**config.mk**
```make
export PLATFORM = sky130hd
export DESIGN_NAME = height_map_row_validator_top
export DESIGN_NICKNAME = d
export VERILOG_FILES = /design/src/design/hmrv_pkg.sv /design/src/design/hmrv_parser.sv /design/src/design/height_map_row_validator_top.sv
export SDC_FILE = /design/constraint.sdc
export NUM_CORES = 1
export LEC_CHECK = 0
export BUFFER_PORTS_ARGS = -buffer_cell sky130_fd_sc_hd__buf_2
export CAP_MARGIN = 20
export CORE_MARGIN = 2
export CORE_UTILIZATION = 52
export DETAILED_ROUTE_END_ITERATION = 8
export PLACE_DENSITY = 0.75
export SLEW_MARGIN = 20
export SYNTH_ARGS = -nofsm -noshare
export SYNTH_HDL_FRONTEND = slang
export SYNTH_HIERARCHICAL = 1
export SYNTH_SLANG_ARGS = --single-unit
```
**constraint.sdc**
```tcl
create_clock -name clk -period 2.17 [get_ports clk]
set_input_delay 0.1085 -clock clk [delete_from_list [all_inputs] [get_ports clk]]
set_output_delay 0.1085 -clock clk [all_outputs]
set_load 0.02 [all_outputs]
```
**src/design/hmrv_pkg.sv**
```systemverilog
// Shared types, constants and character-class helpers for the height-map row validator.
`timescale 1ns / 1ps

package hmrv_pkg;

  // Number of hex digits in a colour suffix.
  localparam int HEX_DIGITS = 6;

  // Width of the hex digit counter; it counts up to HEX_DIGITS - 1.
  localparam int HEX_CNT_W = (HEX_DIGITS > 1) ? $clog2(HEX_DIGITS) : 1;

  // Count value, one wider than the counter, at which a colour is complete.
  localparam logic [HEX_CNT_W:0] HEX_LIMIT = (HEX_CNT_W + 1)'(HEX_DIGITS);

  localparam logic [7:0] CH_NUL   = 8'h00;
  localparam logic [7:0] CH_SPACE = 8'h20;
  localparam logic [7:0] CH_TAB   = 8'h09;
  localparam logic [7:0] CH_CR    = 8'h0D;
  localparam logic [7:0] CH_PLUS  = 8'h2B;
  localparam logic [7:0] CH_MINUS = 8'h2D;
  localparam logic [7:0] CH_COMMA = 8'h2C;
  localparam logic [7:0] CH_ZERO  = 8'h30;
  localparam logic [7:0] CH_NINE  = 8'h39;
  localparam logic [7:0] CH_X     = 8'h78;
  localparam logic [7:0] CH_LA    = 8'h61;
  localparam logic [7:0] CH_LF    = 8'h66;
  localparam logic [7:0] CH_UA    = 8'h41;
  localparam logic [7:0] CH_UF    = 8'h46;

  // Position in the row grammar.
  typedef enum logic [3:0] {
    PH_START  = 4'd0,   // row start, nothing seen
    PH_LEAD   = 4'd1,   // leading whitespace only
    PH_SIGN   = 4'd2,   // sign taken, digit required
    PH_DIGITS = 4'd3,   // inside an integer
    PH_AFTNUM = 4'd4,   // whitespace after an integer
    PH_COMMA  = 4'd5,   // comma taken, whitespace skipped
    PH_ZERO   = 4'd6,   // '0' after comma, 'x' required
    PH_HEX    = 4'd7,   // taking hex digits
    PH_FULL   = 4'd8,   // all hex digits taken
    PH_SEP    = 4'd9,   // whitespace after a colour
    PH_FAIL   = 4'd10   // row already invalid
  } phase_t;

  function automatic logic is_space(input logic [7:0] c);
    return (c == CH_SPACE) || ((c >= CH_TAB) && (c <= CH_CR));
  endfunction

  function automatic logic is_digit(input logic [7:0] c);
    return (c >= CH_ZERO) && (c <= CH_NINE);
  endfunction

  function automatic logic is_sign(input logic [7:0] c);
    return (c == CH_PLUS) || (c == CH_MINUS);
  endfunction

  function automatic logic is_hex(input logic [7:0] c);
    return is_digit(c) || ((c >= CH_LA) && (c <= CH_LF)) || ((c >= CH_UA) && (c <= CH_UF));
  endfunction

endpackage

```
**src/design/hmrv_parser.sv**
```systemverilog
// Row grammar state machine: phase and hex digit count, advanced one character per step.
`timescale 1ns / 1ps

module hmrv_parser
  import hmrv_pkg::*;
(
  input  logic       clk,
  input  logic       rst,
  input  logic       step,
  input  logic [7:0] ch,
  output logic       row_ok
);

  phase_t                 phase;
  phase_t                 phase_next;
  logic [HEX_CNT_W-1:0]   hex_count;
  logic [HEX_CNT_W-1:0]   hex_count_next;
  logic [HEX_CNT_W:0]     hex_inc;

  assign hex_inc = {1'b0, hex_count} + 1'b1;

  always_ff @(posedge clk) begin
    if (rst) begin
      phase     <= PH_START;
      hex_count <= '0;
    end else if (step) begin
      phase     <= phase_next;
      hex_count <= hex_count_next;
    end
  end

  // Next state. A NUL closes the row and returns to the row start.
  always_comb begin
    phase_next     = PH_FAIL;
    hex_count_next = hex_count;
    if (ch == CH_NUL) begin
      phase_next     = PH_START;
      hex_count_next = '0;
    end else begin
      unique case (phase)
        PH_START, PH_LEAD, PH_SEP: begin
          if (is_space(ch))      phase_next = (phase == PH_START) ? PH_LEAD : phase;
          else if (is_sign(ch))  phase_next = PH_SIGN;
          else if (is_digit(ch)) phase_next = PH_DIGITS;
        end
        PH_SIGN: begin
          if (is_digit(ch)) phase_next = PH_DIGITS;
        end
        PH_DIGITS: begin
          if (is_digit(ch))           phase_next = PH_DIGITS;
          else if (is_space(ch))      phase_next = PH_AFTNUM;
          else if (ch == CH_COMMA)    phase_next = PH_COMMA;
        end
        PH_AFTNUM: begin
          if (is_space(ch))           phase_next = PH_AFTNUM;
          else if (is_digit(ch))      phase_next = PH_DIGITS;
          else if (is_sign(ch))       phase_next = PH_SIGN;
          else if (ch == CH_COMMA)    phase_next = PH_COMMA;
        end
        PH_COMMA: begin
          if (is_space(ch))           phase_next = PH_COMMA;
          else if (ch == CH_ZERO)     phase_next = PH_ZERO;
        end
        PH_ZERO: begin
          if (ch == CH_X) begin
            phase_next     = PH_HEX;
            hex_count_next = '0;
          end
        end
        PH_HEX: begin
          if (is_hex(ch)) begin
            if (hex_inc >= HEX_LIMIT) begin
              phase_next     = PH_FULL;
              hex_count_next = '0;
            end else begin
              phase_next     = PH_HEX;
              hex_count_next = hex_inc[HEX_CNT_W-1:0];
            end
          end
        end
        PH_FULL: begin
          if (is_space(ch)) phase_next = PH_SEP;
        end
        default: begin
          phase_next = PH_FAIL;
        end
      endcase
    end
  end

  // Whether a row ending in the current phase is well formed.
  always_comb begin
    unique case (phase)
      PH_START, PH_DIGITS, PH_AFTNUM, PH_COMMA, PH_FULL, PH_SEP: row_ok = 1'b1;
      default:                                                  row_ok = 1'b0;
    endcase
  end

endmodule

```
**src/design/height_map_row_validator_top.sv**
```systemverilog
// Top level of the height-map row validator: input register, parser and result register.
`timescale 1ns / 1ps

// Usage
// The character channel (char_valid, char_stall, ch) carries one row character
// per request. A row is whitespace-separated signed decimal integers, each
// optionally followed by a colour suffix of a comma, optional whitespace and
// "0x" with six hex digits. A NUL character ends the row.
// The result channel (res_valid, res_stall, row_valid) carries one request per
// row, issued for the NUL: row_valid is 1 when the row was well formed.
// Other characters produce no result.
// A NUL passes through the input register and then the result register before
// its result shows on res_valid; a stalled result ahead of it can hold it back.
// Throughput: one character per cycle while char_stall is low. The parser state
// is registered, so back-to-back characters wait only on a stalled result.
// When the receiver stalls, the result stays held in the output register and
// characters keep flowing; only a second NUL reaching the input register
// while the first result is still held raises char_stall.
// Reset (rst, synchronous, active high) empties both registers and returns the
// parser to the start of a row.

module height_map_row_validator_top
  import hmrv_pkg::*;
(
  input  logic       clk,
  input  logic       rst,
  input  logic       char_valid,
  output logic       char_stall,
  input  logic [7:0] ch,
  output logic       res_valid,
  input  logic       res_stall,
  output logic       row_valid
);

  logic       s1_vld;
  logic [7:0] s1_ch;
  logic       s1_nul;
  logic       s1_adv;
  logic       row_ok;

  assign s1_nul = (s1_ch == CH_NUL);

  // A held character moves on unless it is a NUL and the result register is
  // still full and stalled.
  assign s1_adv     = s1_vld && (!s1_nul || !res_valid || !res_stall);
  assign char_stall = s1_vld && !s1_adv;

  // Input register.
  always_ff @(posedge clk) begin
    if (rst) begin
      s1_vld <= 1'b0;
    end else if (!char_stall) begin
      s1_vld <= char_valid;
    end
  end

  always_ff @(posedge clk) begin
    if (char_valid && !char_stall) begin
      s1_ch <= ch;
    end
  end

  hmrv_parser u_parser (
    .clk    (clk),
    .rst    (rst),
    .step   (s1_adv),
    .ch     (s1_ch),
    .row_ok (row_ok)
  );

  // Result register. The parser state is sampled before the NUL resets it.
  always_ff @(posedge clk) begin
    if (rst) begin
      res_valid <= 1'b0;
    end else if (s1_adv && s1_nul) begin
      res_valid <= 1'b1;
    end else if (!res_stall) begin
      res_valid <= 1'b0;
    end
  end

  always_ff @(posedge clk) begin
    if (s1_adv && s1_nul) begin
      row_valid <= row_ok;
    end
  end

endmodule

```
==> run metrics <==
status finished, violations left; failing checks setup timing; DP Worst Slack -41.63 ps; drc violations 0; CTS tree done; Synth Flop Type edfxtp_1; CP Cell Sequence or3_4 -> or3_4 -> nor4_4 -> o31ai_4 -> or4_1 -> a21oi_2; max-cap viol count 0; Setup WS post-layout -21.26 ps; layout cell share with drive strength beyond 1 0.2970; CP startpoint kind flip-flop; post-synth cell types 51; Internal 0.0005657 W; Num CTS Buffers 3; Area Overhead vs Synth 27.90%; vias in the first global route 1305; H-tree lvl count 1; Hold Crit Class input pin to flip-flop; FP Rows 18; Final Setup Violations 1; Synth Cell Area 1413 sq um; worst IR drop on VDD 347.0 uV; number of diodes 0; post-DP HPWL 2.499 mm; GPL Wtd Cong 0.8930; Synth Register Bits 18; Root Driver clkbuf_4; Post-Syn Nets 179; Fin Hold WS 22.44 ps; critical setup path kind flip-flop to flip-flop; power per cell area 436.4 nW/um^2; Non-Filler Instances 232; 1st-iter DRT viols 94; first-pass GRT wire length 5.416 mm; GRT overflow 0; filler instances 193; Inst Count DP 215; maximum operating frequency 456.4 MHz; cells after synthesis 165; Initial Utilization 0.5600; Max FO, Critical Path 6; Sequential Area 450.4 sq um; CP max-delay cell edfxtp_1; antenna violations before repair 0; core area 2522 sq um; PortBufs 14; Die Y-Extent 56.12 um; gr usage total 0.2129; Leak Pwr 0.7172 nW; routed len/inst 15.19 um; relative slew slack 0.7737; Clk pwr share 0.280; sequential share of power 0.498; I/O pins 15; CP Capture Type flip-flop; sequential-to-total area share from yosys stat 0.3189; largest net degree at the start of global routing 18; Worst EP required 2420 ps; hold depth 3; Total Die Area 3149 sq um; unrepaired setup endpoints after global routing true; Multi-input gate area 925.9 sq um; synth warn 6; Final Hold Fails 0; share of flip-flops with an asynchronous set or reset 0; Net Sw Power 0.0002228 W; Switching Fraction 0.2826; fin crit share 1.010; Via Count 1444; Post-synth EDFFs 9; cell mode on critical path or3_4; Routed Antenna Nets 0; Avg Cell Area, Syn 8.561 sq um; Via density 6.224; Layout Nets 217; Initial DRT Pass Iterations 4; CTS sink cnt 18; fin crit period 2191 ps; R2R cell count 6; Gate power share 0.222; Tightest Pin Transition 339.4 ps; WL final 3.525 mm; final slew viol count 0; max incr delay on CP 450 ps; Clock Skew 3.019 ps; crit path DAT 2440 ps; Die W 56.12 um; Clock Pin Slew Worst Setup and Hold Paths 120 ps; clock latency on the worst-skew pair 300 ps; largest buffer count on any clock path 2
==> repair_timing <==
item	in CTS	in global routing
pin swaps	1	3
endpoints found under the hold margin	8	0
setup endpoints to repair	2	6
resized for setup	3	9
hold buffers	8	0
buffers inserted	1	4
==> sequential cells by signal, summed over array words and instances, names as in the netlist <==
register	count
s1_vld	1
res_valid	1
row_valid	1
u_parser/hex_count	3
s1_ch	8
u_parser/phase	4
==> layer usage <==
| metal | track usage | share of wire | vias up |
|---|---|---|---|
| met1 | 0.2328 | 0.40 | 672 |
| met3 | 0.03023 | 0.058 | 12 |
| met5 | 0 | 0 | - |
| li1 | - | - | 696 |
| met2 | 0.4101 | 0.52 | 64 |
| met4 | 0.07483 | 0.020 | 0 |
==> path summary, 6_finish.rpt <==
check,slack (ps),to,from
max,-20,u_parser/hex_count[1],s1_ch[0]
min,20,s1_vld,char_valid
max reg2reg,-20,u_parser/hex_count[1],s1_ch[0]
min reg2reg,530,u_parser/hex_count[0],u_parser/hex_count[0]
==> placed cells by master, fill, tap and decap left out, types with 2 or more instances in the layout <==
master         Yosys  layout
and3_1             2       2
nand2_1           20      20
dlygate4sd3_1      0       8
nor2b_1            8       8
a21oi_1           10       8
nand3_1            6       6
nor4b_2            1       2
o21ai_0            7       7
a22o_1             3       3
nand3b_1           2       2
a41oi_1            3       3
inv_1              7       7
or4_4              0       2
clkbuf_4           0       3
a21o_1             3       3
nand2b_1           4       4
nor3b_1            2       2
a21oi_2            0       2
nor3_1             4       4
nor4_1             5       3
buf_4              4      24
or3_4              2       2
mux2i_1            2       2
a22oi_1            2       2
ha_1               2       2
nor4b_1            3       2
nor4_4             1       2
o311a_1            2       2
o32ai_1            2       2
buf_2              3      14
xor2_1             2       2
nor2_1             7       7
edfxtp_1           9       9
dfxtp_1            9       9
==> worst max-delay path, delay by kind of cell, from the launching register on <==
family | cells | cell delay [ps]
compound gates | 2 | 250
flops | 1 | 450
simple gates | 4 | 1450
==> power by group through the flow <==
stage,Clock [W],Sequential [W],Combinational (W)
after floorplan,0,0.000393,0.000102
final,0.000221,0.000392,0.000175
after detailed placement,0,0.000398,0.000140
after global placement,0,0.000396,0.000137
after CTS,0.000226,0.000391,0.000156
after global routing,0.000241,0.000395,0.000190
==> stage by stage <==
step	TNS [ps]	power, W	cell area, sq um	util
floorplan	-43.44	0.0004948	1413	-
global placement	0	0.0005335	1580	0.6265
detailed placement	-57.99	0.0005385	1580	0.6265
CTS	0	0.0007729	1725	0.6840
global route	-228.8	0.0008256	1807	0.7163
finish	-21.26	0.0007885	1807	0.7163
==> layout make-up <==
cell class | count | share of cell area
clock buffer | 4 | 0.02008
inverter | 7 | 0.01454
multi-input combinational | 127 | 0.5125
sequential | 18 | 0.2493
tap | 30 | 0.02078
timing repair buffer | 46 | 0.1828
==> synth_stat cells (2+ instances only) <==
library cell	number	share of area
nand2_1	20	0.053
a21oi_1	10	0.035
dfxtp_1	9	0.13
edfxtp_1	9	0.19
nor2b_1	8	0.035
inv_1	7	0.019
nor2_1	7	0.019
o21ai_0	7	0.025
nand3_1	6	0.021
nor4_1	5	0.022
buf_4	4	0.021
clkbuf_1	4	0.011
nand2b_1	4	0.018
nor3_1	4	0.014
a21o_1	3	0.016
a22o_1	3	0.019
a41oi_1	3	0.019
buf_2	3	0.011
nor4b_1	3	0.019
or4_1	3	0.016
a221oi_1	2	0.012
a22oi_1	2	0.011
and3_1	2	0.0089
buf_6	2	0.016
ha_1	2	0.018
mux2i_1	2	0.014
nand3b_1	2	0.011
nor3b_1	2	0.011
o311a_1	2	0.014
o32ai_1	2	0.012
or3_4	2	0.016
xor2_1	2	0.012
==> logic make-up (layout without fill, tap and decap cells) <==
| kind of cell | after synthesis | in the layout | synth area share |
|---|---|---|---|
| compound gates | 45 | 45 | 0.2383 |
| xor+xnor | 3 | 3 | 0.01860 |
| fa+ha+maj | 2 | 2 | 0.01771 |
| buf+inv | 20 | 57 | 0.07706 |
| flops | 18 | 18 | 0.3189 |
| mux | 2 | 2 | 0.01417 |
| simple gates | 75 | 75 | 0.3153 |
Power figures use the tool's default switching activity.
